### config.mk
export PLATFORM = sky130hd
export DESIGN_NAME = pwli_ctrl
export DESIGN_NICKNAME = d
export VERILOG_FILES = /design/src/hdl/pwli_pkg.sv /design/src/hdl/pwli_ctrl.sv
export SDC_FILE = /design/constraint.sdc
export NUM_CORES = 1
export LEC_CHECK = 0
export ABC_CLOCK_PERIOD_IN_PS = 2300
export BUFFER_PORTS_ARGS = -buffer_cell sky130_fd_sc_hd__buf_2
export CAP_MARGIN = 20
export CORE_MARGIN = 2
export CORE_UTILIZATION = 45
export CTS_CLUSTER_DIAMETER = 200
export DETAILED_ROUTE_END_ITERATION = 8
export PLACE_DENSITY = 0.74
export SYNTH_ARGS = -nofsm -noshare
export SYNTH_HDL_FRONTEND = slang
export SYNTH_SLANG_ARGS = --single-unit
### constraint.sdc
create_clock -name clk -period 2.3 [get_ports clk]
set_clock_uncertainty 0.05 [all_clocks]
set_input_delay 0 -clock clk [delete_from_list [all_inputs] [get_ports clk]]
set_output_delay 0 -clock clk [all_outputs]
set_load 0.02 [all_outputs]
### src/hdl/pwli_pkg.sv
// Shared types and constants for the piecewise-linear table interpolator.
// No dependencies; used by pwli_ctrl, pwli_dp and the top level.
package pwli_pkg;

  localparam int POINTS    = 64;
  localparam int ADDR_W    = 6;
  localparam int DATA_W    = 32;
  localparam int CNT_W     = 7;
  localparam int STEP_W    = 7;
  localparam int MUL_STEPS = 33;
  localparam int DIV_STEPS = 66;

  // read address source for the node memories
  typedef enum logic [1:0] {
    RD_MID = 2'd0,
    RD_LO  = 2'd1,
    RD_HI  = 2'd2
  } rd_sel_t;

  typedef struct packed {
    logic    load_wr;
    logic    start;
    logic    search_step;
    logic    rd_en;
    rd_sel_t rd_sel;
    logic    latch0;
    logic    latch1;
    logic    prep;
    logic    mul_step;
    logic    div_init;
    logic    div_step;
    logic    out_load;
  } cmd_t;

  typedef struct packed {
    logic search_done;
    logic seg_bad;
    logic out_valid;
  } sts_t;

endpackage

### src/hdl/pwli_ctrl.sv
// Controller state machine: sequences search, node fetch, multiply, divide
// and result hand-off. Depends on pwli_pkg.
module pwli_ctrl import pwli_pkg::*; (
  input  logic clk,
  input  logic rst,
  input  logic in_valid,
  input  logic in_kind,
  output logic in_ready,
  input  logic out_ready,
  input  sts_t sts,
  output cmd_t cmd
);

  typedef enum logic [10:0] {
    S_IDLE  = 11'b000_0000_0001,
    S_SRD   = 11'b000_0000_0010,
    S_SCMP  = 11'b000_0000_0100,
    S_F0    = 11'b000_0000_1000,
    S_F1    = 11'b000_0001_0000,
    S_F2    = 11'b000_0010_0000,
    S_PREP  = 11'b000_0100_0000,
    S_MUL   = 11'b000_1000_0000,
    S_DINIT = 11'b001_0000_0000,
    S_DIV   = 11'b010_0000_0000,
    S_FIN   = 11'b100_0000_0000
  } state_t;

  state_t           state, state_next;
  logic [STEP_W-1:0] step, step_next;
  logic             slot_free;

  assign in_ready  = (state == S_IDLE);
  assign slot_free = !sts.out_valid || out_ready;

  always_comb begin
    state_next = state;
    step_next  = step;
    cmd        = '0;
    cmd.rd_sel = RD_MID;
    unique case (state)
      S_IDLE: begin
        if (in_valid) begin
          if (in_kind) begin
            cmd.start  = 1'b1;
            state_next = S_SRD;
          end else begin
            cmd.load_wr = 1'b1;
          end
        end
      end
      S_SRD: begin
        if (sts.search_done) begin
          state_next = S_F0;
        end else begin
          cmd.rd_en  = 1'b1;
          state_next = S_SCMP;
        end
      end
      S_SCMP: begin
        cmd.search_step = 1'b1;
        state_next      = S_SRD;
      end
      S_F0: begin
        cmd.rd_en  = 1'b1;
        cmd.rd_sel = RD_LO;
        state_next = S_F1;
      end
      S_F1: begin
        cmd.latch0 = 1'b1;
        cmd.rd_en  = 1'b1;
        cmd.rd_sel = RD_HI;
        state_next = S_F2;
      end
      S_F2: begin
        cmd.latch1 = 1'b1;
        state_next = S_PREP;
      end
      S_PREP: begin
        step_next = '0;
        if (sts.seg_bad) begin
          state_next = S_FIN;
        end else begin
          cmd.prep   = 1'b1;
          state_next = S_MUL;
        end
      end
      S_MUL: begin
        cmd.mul_step = 1'b1;
        step_next    = step + STEP_W'(1);
        if (step == STEP_W'(MUL_STEPS - 1)) begin
          state_next = S_DINIT;
        end
      end
      S_DINIT: begin
        cmd.div_init = 1'b1;
        step_next    = '0;
        state_next   = S_DIV;
      end
      S_DIV: begin
        cmd.div_step = 1'b1;
        step_next    = step + STEP_W'(1);
        if (step == STEP_W'(DIV_STEPS - 1)) begin
          state_next = S_FIN;
        end
      end
      S_FIN: begin
        if (slot_free) begin
          cmd.out_load = 1'b1;
          state_next   = S_IDLE;
        end
      end
      default: state_next = S_IDLE;
    endcase
  end

  always_ff @(posedge clk) begin
    if (rst) begin
      state <= S_IDLE;
      step  <= '0;
    end else begin
      state <= state_next;
      step  <= step_next;
    end
  end

`ifndef ASSERT_OFF
  a_reset_idle: assert property (@(posedge clk) $past(rst) |-> state == S_IDLE)
    else $error("controller not idle after reset");
  a_no_overwrite: assert property (@(posedge clk) disable iff (rst)
    cmd.out_load |-> (!sts.out_valid || out_ready))
    else $error("result register overwritten while held");
  a_div_end: assert property (@(posedge clk) disable iff (rst)
    (state == S_DIV && step == STEP_W'(DIV_STEPS - 1)) |=> state == S_FIN)
    else $error("divide did not finish");
  a_mul_end: assert property (@(posedge clk) disable iff (rst)
    (state == S_MUL && step == STEP_W'(MUL_STEPS - 1)) |=> state == S_DINIT)
    else $error("multiply did not finish");
`endif

endmodule

-- Yosys cells after proc, flatten, opt, wreduce, memory -nomap -nowiden
Cells that the tools add are included.
- register bits after elaboration: 18
- latch bits: 0
- memory bits (writable): 0
- memory bits (read-only): 0
- input bits: 8
- output and inout port bits: 14
- memories kept: 0
- add/subtract/negate cells: 1
- $mul: 0
- div/mod/pow operators: 0
- $lt $le $gt $ge: 0
- equal/unequal tests: 18
- shift operators: 0
- multiplexer cells: 26
- bitwise gates (word level): 0
- reductions and logical operators: 7
- operators by type and width (cell ; count):
    $pmux 11 s11 ; 1
    $mux 11 ; 6
    $pmux 7 s2 ; 1
    $mux 1 ; 13
    $eq 11x1->1 const B ; 1
    $eq 11x10->1 const B ; 1
    $eq 11x11->1 const B ; 1
    $eq 11x2->1 const B ; 1
    $eq 11x3->1 const B ; 1
    $eq 11x4->1 const B ; 1
    $eq 11x5->1 const B ; 1
    $eq 11x6->1 const B ; 1
    $eq 11x7->1 const B ; 1
    $eq 11x8->1 const B ; 1
    $eq 11x9->1 const B ; 1
    $ne 2x2->1 const B ; 5
    $add 7x1->7 const B ; 1
    $eq 7x6->1 const B ; 1
    $eq 7x7->1 const B ; 1
    $reduce_or 2->1 ; 3
    $reduce_and 5->1 ; 1
    $mux 2 ; 2
    $mux 4 ; 1
    $pmux 2 s2 ; 1
    other kinds (4) ; 4

-- Logic depth before layout (Yosys ltp)
- depth in word-level cells: 4
- gate-level depth with buffers: 7
- mapped depth without buffers: 7

-- Worst setup path before layout
Ideal clock, no wire load.
- kind: register to output
- start: reg state[7]
- end: out cmd[9] in the netlist's numbering
- data arrival time: 1.954 ns
- data required time: 2.250 ns
- path slack: 0.296 ns
- stages on the path, launching flop included: 6
- path buffers: 1
- path through: dfxtp_1 -> clkbuf_1 -> or4_1 -> nor2_1 -> nand2_1 -> o41ai_1
- RTL lines (item ; RTL line ; RTL):
    start: declaration ; pwli_ctrl.sv:28 ; state_t state, state_next;
    start signal: assignment ; pwli_ctrl.sv:121 ; state <= state_next;
    end: declaration ; pwli_ctrl.sv:11 ; output cmd_t cmd

==> results.json <==
{
  "crit_type": "flip-flop to output port",
  "cap_violations": 0,
  "grt_pass1_wl_mm": 4.66,
  "synth-seq-area-share_pct": 30.2,
  "placement_rows": 18,
  "path_delay_family": "simple AND/OR/NAND/NOR gates",
  "crit_buf_inv": 1,
  "fmax_mhz": 470,
  "synth_area_leader_cell": "dfxtp_1",
  "synth_area_leaders": "dfxtp_1 (30%), nor2_1 (5.7%), nor3_1 (4.6%)",
  "dp_hpwl_mm": 2.19,
  "critPathLaunch": "state[7]$_SDFFE_PP0P_",
  "status": "completed",
  "firstDrtPassIters": 4,
  "r2r_end": "state[10]$_SDFFE_PP0P_",
  "htreeDepth": 1,
  "synth.top_cell.area_share_pct": 30.2,
  "path_depth": 5,
  "grt_max_degree": 12,
  "crit_path_cell_trace": "or4_1 > nor2_1 > nand2_1 > o41ai_1 > buf_2",
  "cts_buffers": 3,
  "worstPathMaxFanout": 9,
  "ant_nets": 0,
  "die_h_um": 55.5,
  "cts_tree": "done",
  "worst_pin_slew_ns": 0.522,
  "post_cts_buffers": 0,
  "cp_data_required_time_ns": 2.25,
  "clk_latency_ns": 0.30,
  "synthFlopType": "dfxtp_1",
  "hold_class": "input pin to flip-flop",
  "synthTopCellsByCount": "dfxtp_1 (18), nor2_1 (18), nor3_1 (11)",
  "finalHoldViolations": 0,
  "grt_antenna_before_repair": 0,
  "area_growth_syn_to_layout_pct": 13.3,
  "dp.cells": 189,
  "dieArea_mm2": 0.00308,
  "vias": 1205,
  "grt_setup_unrepaired": "no",
  "yosys_warnings": 0,
  "path_clk_slew_ns": 0.11,
  "leakage_nw": 0.581,
  "post-route-min-period_ns": 2.13,
  "synth_async_sr_flop_share_pct": 0,
  "maxSlewHeadroom_pct": 64.9,
  "slowest_stage": "or4_1",
  "post-place-ws_ns": 0.235,
  "rr_worst_depth": 5,
  "final.setup.tns_ns": 0,
  "die_x_um": 55.5,
  "r2r_slack_ns": 0.23,
  "grt_usage_pct": 18.7,
  "syn_area_mm2": 0.00119,
  "drc": 0,
  "crit_end": "cmd[9]",
  "critPathMaxStageDelay_ns": 0.57,
  "rr_startpoint": "state[0]$_SDFFE_PP1P_",
  "io_buffers": 21,
  "power_density_mw_per_mm2": 696,
  "grt_overflow": 0,
  "drt-total-wl_mm": 2.94,
  "end_kind": "output port",
  "wl_per_cell_um": 15.0,
  "drive_gt1_share_pct": 22.3,
  "drt_iter0_markers": 32,
  "setup_viol": 0,
  "synth_area_per_cell_um2": 8.00,
  "fin_nets": 179,
  "maxSlewViolCount": 0,
  "fin_ws_ns": 0.173,
  "syn_inst": 149,
  "setup.worst_path.start_class": "flip-flop",
  "p_total_mw": 0.940,
  "synth-edff-count": 0,
  "ys_seq_elements": 18,
  "vias_per_cell": 6.15,
  "gp_congestion": 0.933,
  "cp.arrival_ns": 2.08,
  "clk_root_buffer_cell": "clkbuf_4",
  "ir_drop_uv": 384,
  "max-clock-path-buffers": 2,
  "design.core.area_mm2": 0.00250,
  "yosysUniqueCellTypes": 49,
  "cts.sinks": 18,
  "start_util_pct": 47.7,
  "synth_fp_nets": 160,
  "io_pins": 22,
  "grt_pass1_vias": 1104,
  "stdcell_count": 196,
  "period_share_pct": 92.5,
  "n_antenna_cell": 0
}
-- timing repair --
action	CTS	global route
hold buffers	3	0
gates resized for setup	0	1
endpoints found under the setup margin	0	2
endpoints found under the hold margin	11	0
-- report_power, final --
group          internal, mW  switching [mW]
sequential            0.335          0.0620
combinational         0.141           0.240
clock                0.0611           0.101
total                 0.537           0.403
-- per-stage QoR --
step                      instance area [um2]  util [%]  hold WS, ns
after CTS                                1330      53.4       0.0498
after detailed placement                 1280      51.3        0.218
after global placement                   1280      51.3        0.212
final                                    1350      54.1       0.0475
after global routing                     1350      54.1       0.0739
after floorplan                          1190         -       0.0328
-- cells in the final DEF (no fill, tap or decap), types with 3 or more instances in the layout --
| cell type | instances |
|---|---|
| buf_2 | 21 |
| dlygate4sd3_1 | 3 |
| xor2_1 | 5 |
| and2_1 | 5 |
| a21oi_1 | 5 |
| and4_2 | 3 |
| nor3b_1 | 3 |
| and3_1 | 3 |
| clkbuf_4 | 3 |
| ha_1 | 3 |
| nor3_1 | 11 |
| nand3_1 | 4 |
| nor2_1 | 18 |
| nand2_1 | 9 |
| dfxtp_1 | 18 |
| nand4_1 | 3 |
| inv_1 | 6 |
-- cell type report --
class,count,area (um2)
Inverter,6,22.5
Clock buffer,3,22.5
Fill cell,252,1150
Tap cell,30,37.5
Sequential cell,18,360
Timing Repair Buffer,24,135
Multi-Input combinational cell,115,773
-- flip-flops by register name, summed over array words and instances, names as in the netlist --
signal / count
step: 7
state: 11
-- routing by layer --
layer	up-vias	part of all wire (%)	routed length [um]	track usage, %
met4	0	0.95	28	7.32
li1	578	-	-	-
met5	-	0	0	0
met1	593	41	1210	21.0
met3	5	4.2	124	4.92
met2	29	54	1580	33.3
-- worst min-delay path: cells and delay by family --
family | cells | cell delay, ns
AO/OA/AOI/OAI | 2 | 0.18
buffers and inverters | 1 | 0.11
AND/OR/NAND/NOR | 1 | 0.08
-- worst min path at each step --
stage,start,to,slack [ns],depth (start not counted)
6_report,in_valid,state[0]$_SDFFE_PP1P_,0.05,4
5_1_grt,in_valid,state[0]$_SDFFE_PP1P_,0.07,4
4_1_cts,in_valid,state[0]$_SDFFE_PP1P_,0.05,4
3_5_place_dp,sts[2],state[3]$_SDFFE_PP0P_,0.22,2
3_3_place_gp,sts[2],state[3]$_SDFFE_PP0P_,0.21,2
2_1_floorplan,in_kind,cmd[12],0.03,1
-- logic make-up after synthesis --
group / synth area share (%)
AOI/OAI and AO/OA: 12.8
xor gates and xnor gates: 5.14
adders and majority gates: 3.15
buffers and inverters: 6.40
DFF: 30.2
muxes: 0.944
and+or+nand+nor: 41.3
No activity file was read; power rests on OpenSTA's default activity.
